**src/hw/rtl/esp_pkg.sv**
```systemverilog
// Shared types and constants for the equal-sum partition counter.
// Used by the arithmetic unit and the top level; depends on nothing.
package esp_pkg;

    localparam int SET_SIZE_W = 9;
    localparam int COUNT_W    = 30;

    localparam logic [COUNT_W-1:0] PRIME_MOD      = 30'd1000000007;
    localparam logic [COUNT_W:0]   PRIME_MOD_WIDE = 31'd1000000007;

    typedef logic [COUNT_W-1:0] t_count;

endpackage

```
**src/hw/rtl/esp_modarith.sv**
```systemverilog
// Modular arithmetic for the counting table: sum of two residues and halving.
// Depends on esp_pkg for the prime and the count type.
module esp_modarith (
    input  esp_pkg::t_count i_a,
    input  esp_pkg::t_count i_b,
    output esp_pkg::t_count o_sum,
    output esp_pkg::t_count o_half
);
    import esp_pkg::*;

    logic [COUNT_W:0] sum_wide;
    logic [COUNT_W:0] odd_wide;

    always_comb begin
        sum_wide = {1'b0, i_a} + {1'b0, i_b};
        if (sum_wide >= PRIME_MOD_WIDE) begin
            sum_wide = sum_wide - PRIME_MOD_WIDE;
        end
        o_sum = sum_wide[COUNT_W-1:0];
    end

    // An odd residue becomes even once the prime is added, so the shift is exact.
    always_comb begin
        odd_wide = {1'b0, i_a} + PRIME_MOD_WIDE;
        if (i_a[0]) begin
            o_half = odd_wide[COUNT_W:1];
        end else begin
            o_half = {1'b0, i_a[COUNT_W-1:1]};
        end
    end

endmodule

```
**config.mk**
```make
export PLATFORM = sky130hd
export DESIGN_NAME = esp_modarith
export DESIGN_NICKNAME = d
export VERILOG_FILES = /design/src/hw/rtl/esp_pkg.sv /design/src/hw/rtl/esp_modarith.sv
export SDC_FILE = /design/constraint.sdc
export NUM_CORES = 1
export LEC_CHECK = 0
export BUFFER_PORTS_ARGS = -buffer_cell sky130_fd_sc_hd__buf_4
export CAP_MARGIN = 20
export CORE_ASPECT_RATIO = 0.7
export CORE_MARGIN = 2
export CORE_UTILIZATION = 50
export DETAILED_ROUTE_END_ITERATION = 10
export PLACE_DENSITY_LB_ADDON = 0.08
export SYNTH_ARGS = -nofsm -noshare
export SYNTH_HDL_FRONTEND = slang
export SYNTH_SLANG_ARGS = --single-unit
export TNS_END_PERCENT = 5
```
**constraint.sdc**
```tcl
create_clock -name vclk -period 4.6
set_input_delay 0.46 -clock vclk [all_inputs]
set_output_delay 0.46 -clock vclk [all_outputs]
set_load 0.02 [all_outputs]
```
==> implementation parameters <==
Parameter                              Value

Run status
  Result of the run    completed

Critical path
  Crit path largest cell delay    0.37 ns
  Arrival time at the worst endpoint    4.08 ns
  Worst-path cell with the longest stage delay    sky130_fd_sc_hd__fa_2
  Cell type group with the largest total delay on the critical path    compound AO/OA/AOI/OAI gates
  Data required time at the worst endpoint    4.14 ns
  Worst Setup Path Type    input pin to primary output
  Crit-path cells    buf_4 -> ha_1 -> inv_1 -> fa_2 -> and2b_2 -> o21ai_0 -> a41oi_1 -> and2_4 -> nand4_1 -> a221o_1 -> a311oi_2 -> o21ai_2 -> nor3_4 -> buf_4 -> clkbuf_16 -> nor4_2 -> xnor2_1 -> buf_4
  Critical-path maximum fanout    12
  Startpoint Class    input pin
  Most frequent CP cell    sky130_fd_sc_hd__buf_4
  Worst Setup End Kind    primary output
  Number of buffers and inverters on the critical path    5

Power and ir drop
  Power per cell area    247 mW/mm2
  Portion of total power attributed to the clock network    0%
  Switching portion of total power    56.8%
  Sequential share of power    0%
  Net switching power    0.697 mW
  Maximum vdd drop    0.208 mV
  Sum of internal, switching and leakage power    1.23 mW
  Comb power frac    100.0%
  Reported leakage power    2.16 nW
  Internal Pwr Total    0.529 mW

STA
  Final setup viols    0
  Accumulated negative setup slack    0 ns
  Worst slew slack as a fraction of its limit    59.9%
  Highest attainable clock frequency    220 MHz
  Number of max-slew violations in the final report    0
  Hold Vio Cnt, Final    0
  Clock period minus worst slack    4.54 ns
  Ratio of final minimum period to clock period    98.8%
  RSZ-0062 raised after global routing    true
  Transition time of the tightest slew-check pin    0.593 ns

Die
  Initial cell density of the core    52.6%
  Chip Width    106 um
  Die Span Y    75.2 um
  CORE AREA    0.00688 mm2
  Overall die area    0.00795 mm2
  Number of core rows    25
  Io pins    120

Clock network
  Hold bufs inserted after CTS    0

Synth
  Main combinational cell family by area after synthesis    compound AO/OA/AOI/OAI gates
  Synth area leaders    sky130_fd_sc_hd__ha_1, sky130_fd_sc_hd__xnor2_1, sky130_fd_sc_hd__xor2_1
  Xor and xnor fraction of the mapped netlist area    16.7%
  Post-synthesis adder-cell area fraction    11.3%
  Simple logic cell fraction of the synthesized area    32.7%
  Synth area leader    sky130_fd_sc_hd__ha_1
  Syn nets    621
  Count of warnings emitted by yosys    0
  Mean area per synthesized cell    6.84 um2
  Mapped Area    0.00362 mm2
  Most frequently used cell type in the post-synthesis netlist    sky130_fd_sc_hd__nand2_1
  Synthesized-area fraction occupied by ao, oa, aoi and oai cells    33.2%
  Unique cell type count in the Yosys netlist    82
  Top-area cell type share of the netlist area    10.7%
  Number of instances in the synthesized netlist    529
  Sequential cell area fraction in the yosys report    0%
  Post-synth top cells    sky130_fd_sc_hd__nand2_1, sky130_fd_sc_hd__xnor2_1, sky130_fd_sc_hd__a21oi_1
  Proportion of synthesized area in mux cells    0.864%

Route
  Number of detailed-routing iterations run before antenna repair    5
  Starting DRT DRC Count    338
  Routed Wire Length    12300 um
  Routed vias    4626
  Wire per inst    16.3 um
  Post-detailed-route DRC marker count    0
  Number of routed nets with antenna violations    0
  Vias per Instance    6.13

Global route
  Routing layer with the top usage in global route    met1
  Pin count of the biggest net entering global routing    27
  Met3 capacity usage during global routing    1.99%
  Overall track demand over capacity in global routing    29.0%
  Number of antenna violations at the first check in global routing    0
  Overflow left after global routing    0
  Routing usage on met2    40.7%
  Met1 track utilization from global routing    48.6%
  Number of global-route vias before repair    3849
  Global-route wire length before repair    19100 um

Flow run
  Max-cap violation count    0

Worst hold path
  Path class of the lowest-slack min-delay path    input pin to primary output

Place
  Input/output buffers    120
  Placed wire-length estimate after detailed placement    10100 um
  Placer Congestion    0.918

Final layout
  Antenna diode count    0
  Clock buffer count    0
  Multi-input logic area    0.00356 mm2
  Synth-to-layout area growth    37.1%
  Combined flip-flop and latch cell area    0 um2
  Fill count    583
  Final sequential cell count    0
  Net count, final    755
  Share of post-route cells with drive strength above 1    31.5%
## layout by cell type (no fill, tap or decap), types with 8 or more instances in the layout
master and n:
sky130_fd_sc_hd__nor3b_1 8, sky130_fd_sc_hd__nand3_1 20, sky130_fd_sc_hd__a21o_1 18, sky130_fd_sc_hd__a21oi_1 39, sky130_fd_sc_hd__o21ai_0 32, sky130_fd_sc_hd__xor2_1 22
sky130_fd_sc_hd__ha_1 28, sky130_fd_sc_hd__nand4_1 10, sky130_fd_sc_hd__inv_1 15, sky130_fd_sc_hd__nand2_1 53, sky130_fd_sc_hd__nor2_1 37, sky130_fd_sc_hd__nor3_1 24
sky130_fd_sc_hd__xnor2_1 42, sky130_fd_sc_hd__buf_4 155
## routing by layer
metal  wire length [um]  up-vias
li1                   -     2258
met5                  0        -
met2               4750      234
met3               1070       10
met1               6440     2124
met4                 41        0
## stage by stage
| step | cells | util, % | worst slack, ns | area (um2) | hold slack [ns] |
|---|---|---|---|---|---|
| floorplan | 529 | - | 0.346 | 3620 | 1.05 |
| global placement | 752 | 69.6 | 0.131 | 4790 | 1.14 |
| detailed placement | 752 | 69.6 | 0.00791 | 4790 | 1.15 |
| CTS | 752 | 69.6 | 0.0351 | 4790 | 1.15 |
| global route | 755 | 72.1 | -0.0643 | 4960 | 1.16 |
| finish | 755 | 72.1 | 0.0572 | 4960 | 1.14 |
## layout make-up
type / instances / area share, %
Inverter: 15 / 1.13
Multi-Input combinational cell: 488 / 71.7
Tap cell: 94 / 2.37
Timing Repair Buffer: 158 / 24.7
## logic make-up (layout without fill, tap and decap cells)
kind of cell,count (synthesis),in the layout
muxes,3,3
buffers and inverters,41,173
AOI/OAI and AO/OA,170,170
adders and majority gates,32,32
and+or+nand+nor,215,215
xor gates and xnor gates,68,68
## worst paths after layout
kind / start / cells after the start / slack [ns] / endpoint
setup / recovery: i_a[0] / 18 / 0.06 / o_sum[15]
hold / removal: i_a[2] / 2 / 1.14 / o_half[1]
## power groups by stage
stage                     clock (mW)  combinational [mW]  sequential [mW]
after floorplan                    0               0.736                0
after global placement             0                1.15                0
after detailed placement           0                1.17                0
final                              0                1.23                0
after global routing               0                1.31                0
after CTS                          0                1.18                0
## timing repair
action,4_1_cts,5_1_grt
resized for setup,0,24
gates cloned,0,1
pin swaps,2,4
setup endpoints to repair,1,28
setup buffers,0,2
Note: power is estimated with default switching activity, not from simulation.
